===== src/rtl/htd_pkg.sv =====
`timescale 1ns / 1ps

package htd_pkg;

    // defaults for the top level parameters
    localparam int MAX_NODES_DEF    = 512;
    localparam int SYMBOL_BITS_DEF  = 16;
    localparam int MAX_CODE_LEN_DEF = 32;

    // fixed field geometry
    localparam int CODE_W = 32;
    localparam int BYTE_W = 8;
    localparam int OSYM_W = 16;

    typedef enum logic [2:0] {
        ST_SYMBOL  = 3'd0,
        ST_LOADED  = 3'd1,
        ST_FULL    = 3'd2,
        ST_BADPATH = 3'd3,
        ST_EMPTY   = 3'd4
    } status_e_t;

    typedef enum logic [2:0] {
        S_IDLE,
        S_LD_STEP,
        S_LD_LINK,
        S_DC_STEP,
        S_DC_CHK,
        S_END
    } state_t;

    typedef struct packed {
        logic        kind;
        logic [15:0] symbol_value;
        logic [31:0] code_bits;
        logic [5:0]  code_length;
        logic [7:0]  data_byte;
    } in_item_t;

    typedef struct packed {
        logic [15:0] decoded_symbol;
        status_e_t   status;
        logic        last;
    } out_item_t;

    // controller to datapath
    typedef struct packed {
        logic      capture;
        logic      descend;
        logic      alloc;
        logic      link;
        logic      mark_leaf;
        logic      go_root;
        logic      skip_bit;
        logic      save_walk;
        logic      emit;
        status_e_t emit_status;
        logic      flush;
    } cmd_t;

    // datapath to controller
    typedef struct packed {
        logic empty;
        logic cnt_zero;
        logic bcnt_zero;
        logic child_zero;
        logic leaf;
        logic table_full;
        logic pend_valid;
        logic out_free;
    } stat_t;

endpackage


===== src/rtl/htd_ctrl.sv =====
`timescale 1ns / 1ps

module htd_ctrl (
    input  logic          clk,
    input  logic          rst_n,
    input  logic          item_valid,
    input  logic          item_kind,
    output logic          item_stall,
    output htd_pkg::cmd_t cmd,
    input  htd_pkg::stat_t st
);

    import htd_pkg::*;

    state_t state_reg;
    state_t state_next;
    logic   can_emit;

    // a new result may enter the pending slot once the old one can move on
    assign can_emit = !st.pend_valid || st.out_free;

    always_ff @(posedge clk or negedge rst_n)
    begin
        if (!rst_n)
        begin
            state_reg <= S_IDLE;
        end
        else
        begin
            state_reg <= state_next;
        end
    end

    always_comb
    begin
        state_next = state_reg;
        cmd        = '0;
        cmd.emit_status = ST_SYMBOL;
        item_stall = 1'b1;
        case (state_reg)
            S_IDLE:
            begin
                item_stall = 1'b0;
                if (item_valid)
                begin
                    cmd.capture = 1'b1;
                    state_next  = item_kind ? S_DC_STEP : S_LD_STEP;
                end
            end
            S_LD_STEP:
            begin
                if (st.empty)
                begin
                    cmd.emit        = 1'b1;
                    cmd.emit_status = ST_EMPTY;
                    state_next      = S_END;
                end
                else if (st.cnt_zero)
                begin
                    cmd.mark_leaf   = 1'b1;
                    cmd.emit        = 1'b1;
                    cmd.emit_status = ST_LOADED;
                    state_next      = S_END;
                end
                else if (!st.child_zero)
                begin
                    cmd.descend = 1'b1;
                end
                else if (st.table_full)
                begin
                    cmd.emit        = 1'b1;
                    cmd.emit_status = ST_FULL;
                    state_next      = S_END;
                end
                else
                begin
                    cmd.alloc  = 1'b1;
                    state_next = S_LD_LINK;
                end
            end
            S_LD_LINK:
            begin
                cmd.link   = 1'b1;
                state_next = S_LD_STEP;
            end
            S_DC_STEP:
            begin
                if (st.bcnt_zero)
                begin
                    cmd.save_walk = 1'b1;
                    state_next    = S_END;
                end
                else if (st.child_zero)
                begin
                    if (can_emit)
                    begin
                        cmd.emit        = 1'b1;
                        cmd.emit_status = ST_BADPATH;
                        cmd.go_root     = 1'b1;
                        cmd.skip_bit    = 1'b1;
                    end
                end
                else
                begin
                    cmd.descend = 1'b1;
                    state_next  = S_DC_CHK;
                end
            end
            S_DC_CHK:
            begin
                if (!st.leaf)
                begin
                    state_next = S_DC_STEP;
                end
                else if (can_emit)
                begin
                    cmd.emit        = 1'b1;
                    cmd.emit_status = ST_SYMBOL;
                    cmd.go_root     = 1'b1;
                    state_next      = S_DC_STEP;
                end
            end
            S_END:
            begin
                if (!st.pend_valid)
                begin
                    state_next = S_IDLE;
                end
                else if (st.out_free)
                begin
                    cmd.flush  = 1'b1;
                    state_next = S_IDLE;
                end
            end
            default:
            begin
                state_next = S_IDLE;
            end
        endcase
    end

endmodule


===== config.mk =====
export PLATFORM = sky130hd
export DESIGN_NAME = htd_ctrl
export DESIGN_NICKNAME = d
export VERILOG_FILES = /design/src/rtl/htd_pkg.sv /design/src/rtl/htd_ctrl.sv
export SDC_FILE = /design/constraint.sdc
export NUM_CORES = 1
export LEC_CHECK = 0
export ABC_CLOCK_PERIOD_IN_PS = 1670
export BUFFER_PORTS_ARGS = -buffer_cell sky130_fd_sc_hd__buf_2
export CAP_MARGIN = 10
export CELL_PAD_IN_SITES_DETAIL_PLACEMENT = 0
export CELL_PAD_IN_SITES_GLOBAL_PLACEMENT = 1
export CORE_MARGIN = 2
export CORE_UTILIZATION = 25
export DETAILED_ROUTE_END_ITERATION = 6
export PLACE_DENSITY_LB_ADDON = 0.1
export SYNTH_ARGS = -nofsm -noshare
export SYNTH_HDL_FRONTEND = slang
export SYNTH_SLANG_ARGS = --single-unit
export TNS_END_PERCENT = 1

===== constraint.sdc =====
create_clock -name clk -period 1.67 [get_ports clk]
set_input_delay 0.334 -clock clk [delete_from_list [all_inputs] [get_ports clk]]
set_output_delay 0.334 -clock clk [all_outputs]
set_load 0.01 [all_outputs]

==> results of run 1 <==
-- path summary, 6_finish.rpt --
path / from / to / slack [ns]
max in group asynchronous: rst_n / state_reg[1] / 1.13
setup reg to reg: state_reg[1] / state_reg[0] / 0.03
hold reg to reg: state_reg[0] / state_reg[2] / 0.77
min in group clk: st[6] / state_reg[1] / 0.48
setup / recovery: state_reg[1] / cmd[4] / -0.09
hold / removal: rst_n / state_reg[0] / 0.42
-- Yosys cell counts, drive strengths merged --
master,n
a21oi,2
a31o,1
and2,1
and2b,1
and3,2
and4b,1
buf,3
dfrtp,3
inv,4
nand2,3
nand2b,1
nand3,3
nand4,1
nor2,3
nor2b,3
nor3,4
nor3b,1
nor4,1
nor4b,1
o2111a,1
o211ai,1
o21ai,2
o21bai,1
o22ai,1
o31ai,2
o32a,1
o41ai,1
or2,1
or2b,1
or3,2
-- metal layers --
metal | GRT usage, % | vias up
met5 | 0 | -
met4 | 7.27 | 0
met3 | 5.83 | 4
met2 | 22.1 | 25
met1 | 18.3 | 262
li1 | - | 285
-- stage by stage --
| step | hold slack [ns] | total power, mW | TNS (ns) | area (um^2) | instances |
|---|---|---|---|---|---|
| 5_1_grt | 0.436 | 1.21 | -0.871 | 774 | 111 |
| 2_1_floorplan | 0.0384 | 0.518 | 0 | 397 | 53 |
| 3_5_place_dp | 0.131 | 0.740 | 0 | 578 | 99 |
| 4_1_cts | 0.420 | 1.01 | -0.358 | 708 | 109 |
| 3_3_place_gp | 0.129 | 0.752 | 0 | 578 | 99 |
| 6_report | 0.421 | 1.12 | -0.388 | 774 | 111 |
-- kinds of logic (layout without fill, tap and decap cells) --
| group | after synthesis | in the layout | share of synthesized area, % |
|---|---|---|---|
| DFF | 3 | 3 | 18.9 |
| buffers and inverters | 7 | 49 | 9.78 |
| and+or+nand+nor | 30 | 30 | 46.4 |
| AOI/OAI and AO/OA | 13 | 13 | 24.9 |
-- report_power, final --
part           leakage [nW]  switching (mW)  total [mW]  internal (mW)
logic                 0.338           0.337       0.806          0.470
clock network        0.0150          0.0388       0.128         0.0896
registers            0.0327          0.0736       0.187          0.113
-- area by class of cell --
type | count | area [um^2] | area share (%)
timing repair buffer | 41 | 279 | 36.0
inverter | 4 | 15.0 | 1.94
tap | 16 | 20.0 | 2.58
clock buffer | 4 | 26.3 | 3.39
sequential | 3 | 78.8 | 10.2
multi-input combinational | 43 | 355 | 45.9
-- repair_timing --
| item | CTS | global route |
|---|---|---|
| endpoints found under the hold margin | 3 | 0 |
| endpoints found under the setup margin | 9 | 10 |
| resized for setup | 15 | 12 |
| setup buffers | 5 | 2 |
| hold buffers | 1 | 0 |
| pin swaps | 6 | 4 |
==> impl_metrics.ini, run 1 <==
[synth]
syn_nets = 65
avgSynthCellArea_um2 = 7.48
synth_seq_area_share_pct = 18.9
synth_cell_types = 33
yosys_warnings = 0
synth_area_um2 = 397
synthTopCellsByArea = dfrtp_1 19%, nor3_1 5.0%, nor2b_1 4.7%
synth.ff_latch_count = 3
synth_top_area_share_pct = 18.9
synth_top_cell_by_area = dfrtp_1
synthCells = 53

[clocking]
root_buffer = clkbuf_4
cts_tree = built
htreeDepth = 1
numCtsBuffers = 3
clk_pin_slew_ns = 0.04
clkLatencyLatePin_ns = 0.24
cts_buffer_depth = 2
cts_sinks = 3

[status]
violations = setup timing
status = finished, violations left

[place]
numPortBuffers = 25
hpwl_um = 991
dp_slack_ns = 0.0191
routabilityCongestion = 0.816

[detailed_routing]
ant_nets = 0
dr_wl_met2_um = 701
dr_wl_met3_um = 97
routed_via_density = 5.19
wl_per_cell_um = 12.7
wirelength_met1_um = 591
dr.pass1.iters = 4
vias = 576
drt_wl_total_mm = 1.42
topRoutingLayerUsed = met4
drt_iter0_markers = 21
drc = 0

[power]
ir_drop_mv = 0.853
leakagePower_nw = 0.385
p_per_area_nw_per_um2 = 1450

[finish]
drive_above_1_share_pct = 66.3
largest_register_ffs = 3
nNetsFinal = 108
mostFrequentLayoutCell = buf_2
n_antenna_cell = 0
num-fill-cells = 159
final_core_util_pct = 52.0
final_cell_mix = 23 x buf_2, 10 x buf_4, 7 x buf_6
syn_to_final_growth_pct = 95.3

[worst_setup_path]
crit_path_end_kind = output pin
cp.arrival_ns = 1.42
crit_type = reg -> out
path_max_fanout = 4
cp_num_cells = 5
worst-path-buf-inv = 1
cp_cell_sequence = and2b_2, nand3_4, a21oi_2, a31o_2, buf_6
worstPathRequired_ns = 1.34
crit_slowest_cell = dfrtp_2
start_kind = register
crit_family = flip-flops
slowest_delay_ns = 0.44
reg2reg_depth = 6

[timing]
hold_viol = 0
skew_ns = 0.00506
setup_slack_ns = -0.0861
slew_headroom_pct = 73.3
setup_viol = 6
fin_crit_ns = 1.76
worst_pin_slew_ns = 0.399
period_share_pct = 105
timing.fmax_ghz = 0.569
slew_viol_final = 0
rsz0062_at_grt = true

[job]
max_cap_violations = 0

[floorplanning]
die_h_um = 43.8
ioPinCount = 26
dieArea_um2 = 1920
rows = 14
start_util_pct = 26.6
core_um2 = 1490
die_w_um = 43.8

[grt]
grt_max_degree = 8
track_usage_pct = 14.7
grt_pass1_vias = 523
grt_overflow = 0
antenna_found_initial = 0
grt_pass1_wl_mm = 2.12

[min_path]
hold_class = in -> async
No activity file was read; power rests on OpenSTA's default activity.
==> run 2: changes to the inputs <==
CORE_UTILIZATION = 26   (was 25)
==> run 2 against run 1 <==
  * The run still ends with setup timing left
  * Core utilization shrank 1.3 points
  * Die area shrank 3.5%
  * Sequential power shrank 9.6%
  * Combinational power shrank 6.7%
  * Cell area shrank 3.7%
  * Critical path depth is the same
  * Total power shrank 6.6%
  * First-iteration DRC count shrank 43%
  * Sequential share of layout area grew 0.39 points
  * Critical path type unchanged
==> impl_metrics.ini, run 2 (same netlist as run 1, synthesis figures left out) <==
[worst_setup_path]
r2r_end = state_reg[0]
crit_path_end_kind = output pin
cp_cell_sequence = and2b_2, nand3_4, nor2_2, or2_4, buf_6
start_kind = register
cp.arrival_ns = 1.42
worstPathRequired_ns = 1.34
worst-path-buf-inv = 1
reg2reg_depth = 6
crit_type = reg -> out
path_max_fanout = 4
crit_slowest_cell = dfrtp_2
r2r-start = state_reg[1]
crit_family = simple AND/OR/NAND/NOR gates
slowest_delay_ns = 0.43
regToRegSetupSlack_ns = 0.06

[detailed_routing]
wl_per_cell_um = 12.2
dr.pass1.iters = 4
ant_nets = 0
drc = 0
drt_iter0_markers = 12
vias = 542
routed_via_density = 5.02
drt_wl_total_mm = 1.32

[clocking]
clkLatencyLatePin_ns = 0.23
cts_tree = built
htreeDepth = 1
cts_buffer_depth = 2
cts_sinks = 3
numCtsBuffers = 3
clk_pin_slew_ns = 0.04
root_buffer = clkbuf_4

[status]
status = finished, violations left
violations = setup timing

[timing]
period_share_pct = 105
skew_ns = 0.00589
rsz0062_at_grt = true
fin_crit_ns = 1.75
slew_viol_final = 0
setup_viol = 5
slew_headroom_pct = 72.8
hold_viol = 0
worst_pin_slew_ns = 0.404
timing.fmax_ghz = 0.570
setup_slack_ns = -0.0838
finalSetupTns_ns = -0.249

[grt]
grt_pass1_wl_mm = 2.08
grt_overflow = 0
track_usage_pct = 14.8
grt_pass1_vias = 464
antenna_found_initial = 0
grt_max_degree = 9

[finish]
num-fill-cells = 152
nNetsFinal = 105
drive_above_1_share_pct = 67.4
mostFrequentLayoutCell = buf_2
n_antenna_cell = 0
largest_register_ffs = 3
syn_to_final_growth_pct = 88.0
final_cell_mix = 23 x buf_2, 8 x buf_4, 6 x buf_6

[floorplanning]
die_h_um = 43.1
rows = 14
ioPinCount = 26
core_um2 = 1470
dieArea_um2 = 1850
start_util_pct = 27.0
die_w_um = 43.1

[power]
leakagePower_nw = 0.361
p_per_area_nw_per_um2 = 1410
fin_total_pwr_mw = 1.05
ir_drop_mv = 0.847

[place]
numPortBuffers = 25
routabilityCongestion = 0.808
hpwl_um = 996

[job]
max_cap_violations = 0

[min_path]
hold_class = in -> async
==> run 2: worst max-delay path by stage <==
| stage | from | endpoint | slack [ns] | cells past startpoint |
|---|---|---|---|---|
| floorplan | state_reg[1] | cmd[1] | 0.11 | 5 |
| global route | state_reg[1] | cmd[10] | -0.15 | 4 |
| detailed placement | state_reg[1] | cmd[1] | 0.03 | 5 |
| global placement | state_reg[1] | cmd[4] | 0.07 | 6 |
| finish | state_reg[1] | cmd[1] | -0.08 | 5 |
| CTS | state_reg[1] | cmd[1] | -0.08 | 5 |
==> run 2: worst register-to-register path, cell delays in order (launching register included) <==
cell and delay [ns]:
dfrtp_2 0.43, nor4b_2 0.28, nand2b_1 0.14, buf_4 0.15, buf_4 0.13, o2111a_1 0.22, o32a_1 0.16
==> run 2: report_power, final <==
group / switching [mW] / internal [mW] / total, mW
Combinational: 0.336 / 0.416 / 0.752
Clock: 0.0371 / 0.0895 / 0.127
Sequential: 0.0560 / 0.113 / 0.169
==> run 2: final cells by class <==
type	count	area, um^2	area share (%)
multi-input combinational	43	353	47.3
timing repair buffer	38	253	33.9
sequential	3	78.8	10.6
clock buffer	4	26.3	3.52
tap	16	20.0	2.68
inverter	4	15.0	2.01
==> run 2: metrics by stage <==
step / instance area, um^2 / std cells / util, % / hold slack [ns] / setup slack, ns
finish: 746 / 108 / 50.7 / 0.425 / -0.0838
global placement: 563 / 97 / 38.3 / 0.130 / 0.0669
detailed placement: 563 / 97 / 38.3 / 0.130 / 0.0312
floorplan: 397 / 53 / - / 0.0384 / 0.114
CTS: 716 / 108 / 48.6 / 0.415 / -0.0844
global route: 746 / 108 / 50.7 / 0.435 / -0.146
==> run 2: per-layer routing <==
metal  part of all wire (%)  track usage, %  vias up
met5                      0               0        -
met1                     48            20.1      245
met4                      0            3.64        0
li1                       -               -      279
met2                     46            23.3       18
met3                    5.7            3.83        0
==> run 2: what timing repair did <==
| item | CTS | global route |
|---|---|---|
| hold endpoints to repair | 3 | 0 |
| gates resized for setup | 19 | 8 |
| hold buffers | 1 | 0 |
| pin swaps | 4 | 2 |
| endpoints found under the setup margin | 9 | 15 |
| setup buffers | 6 | 0 |
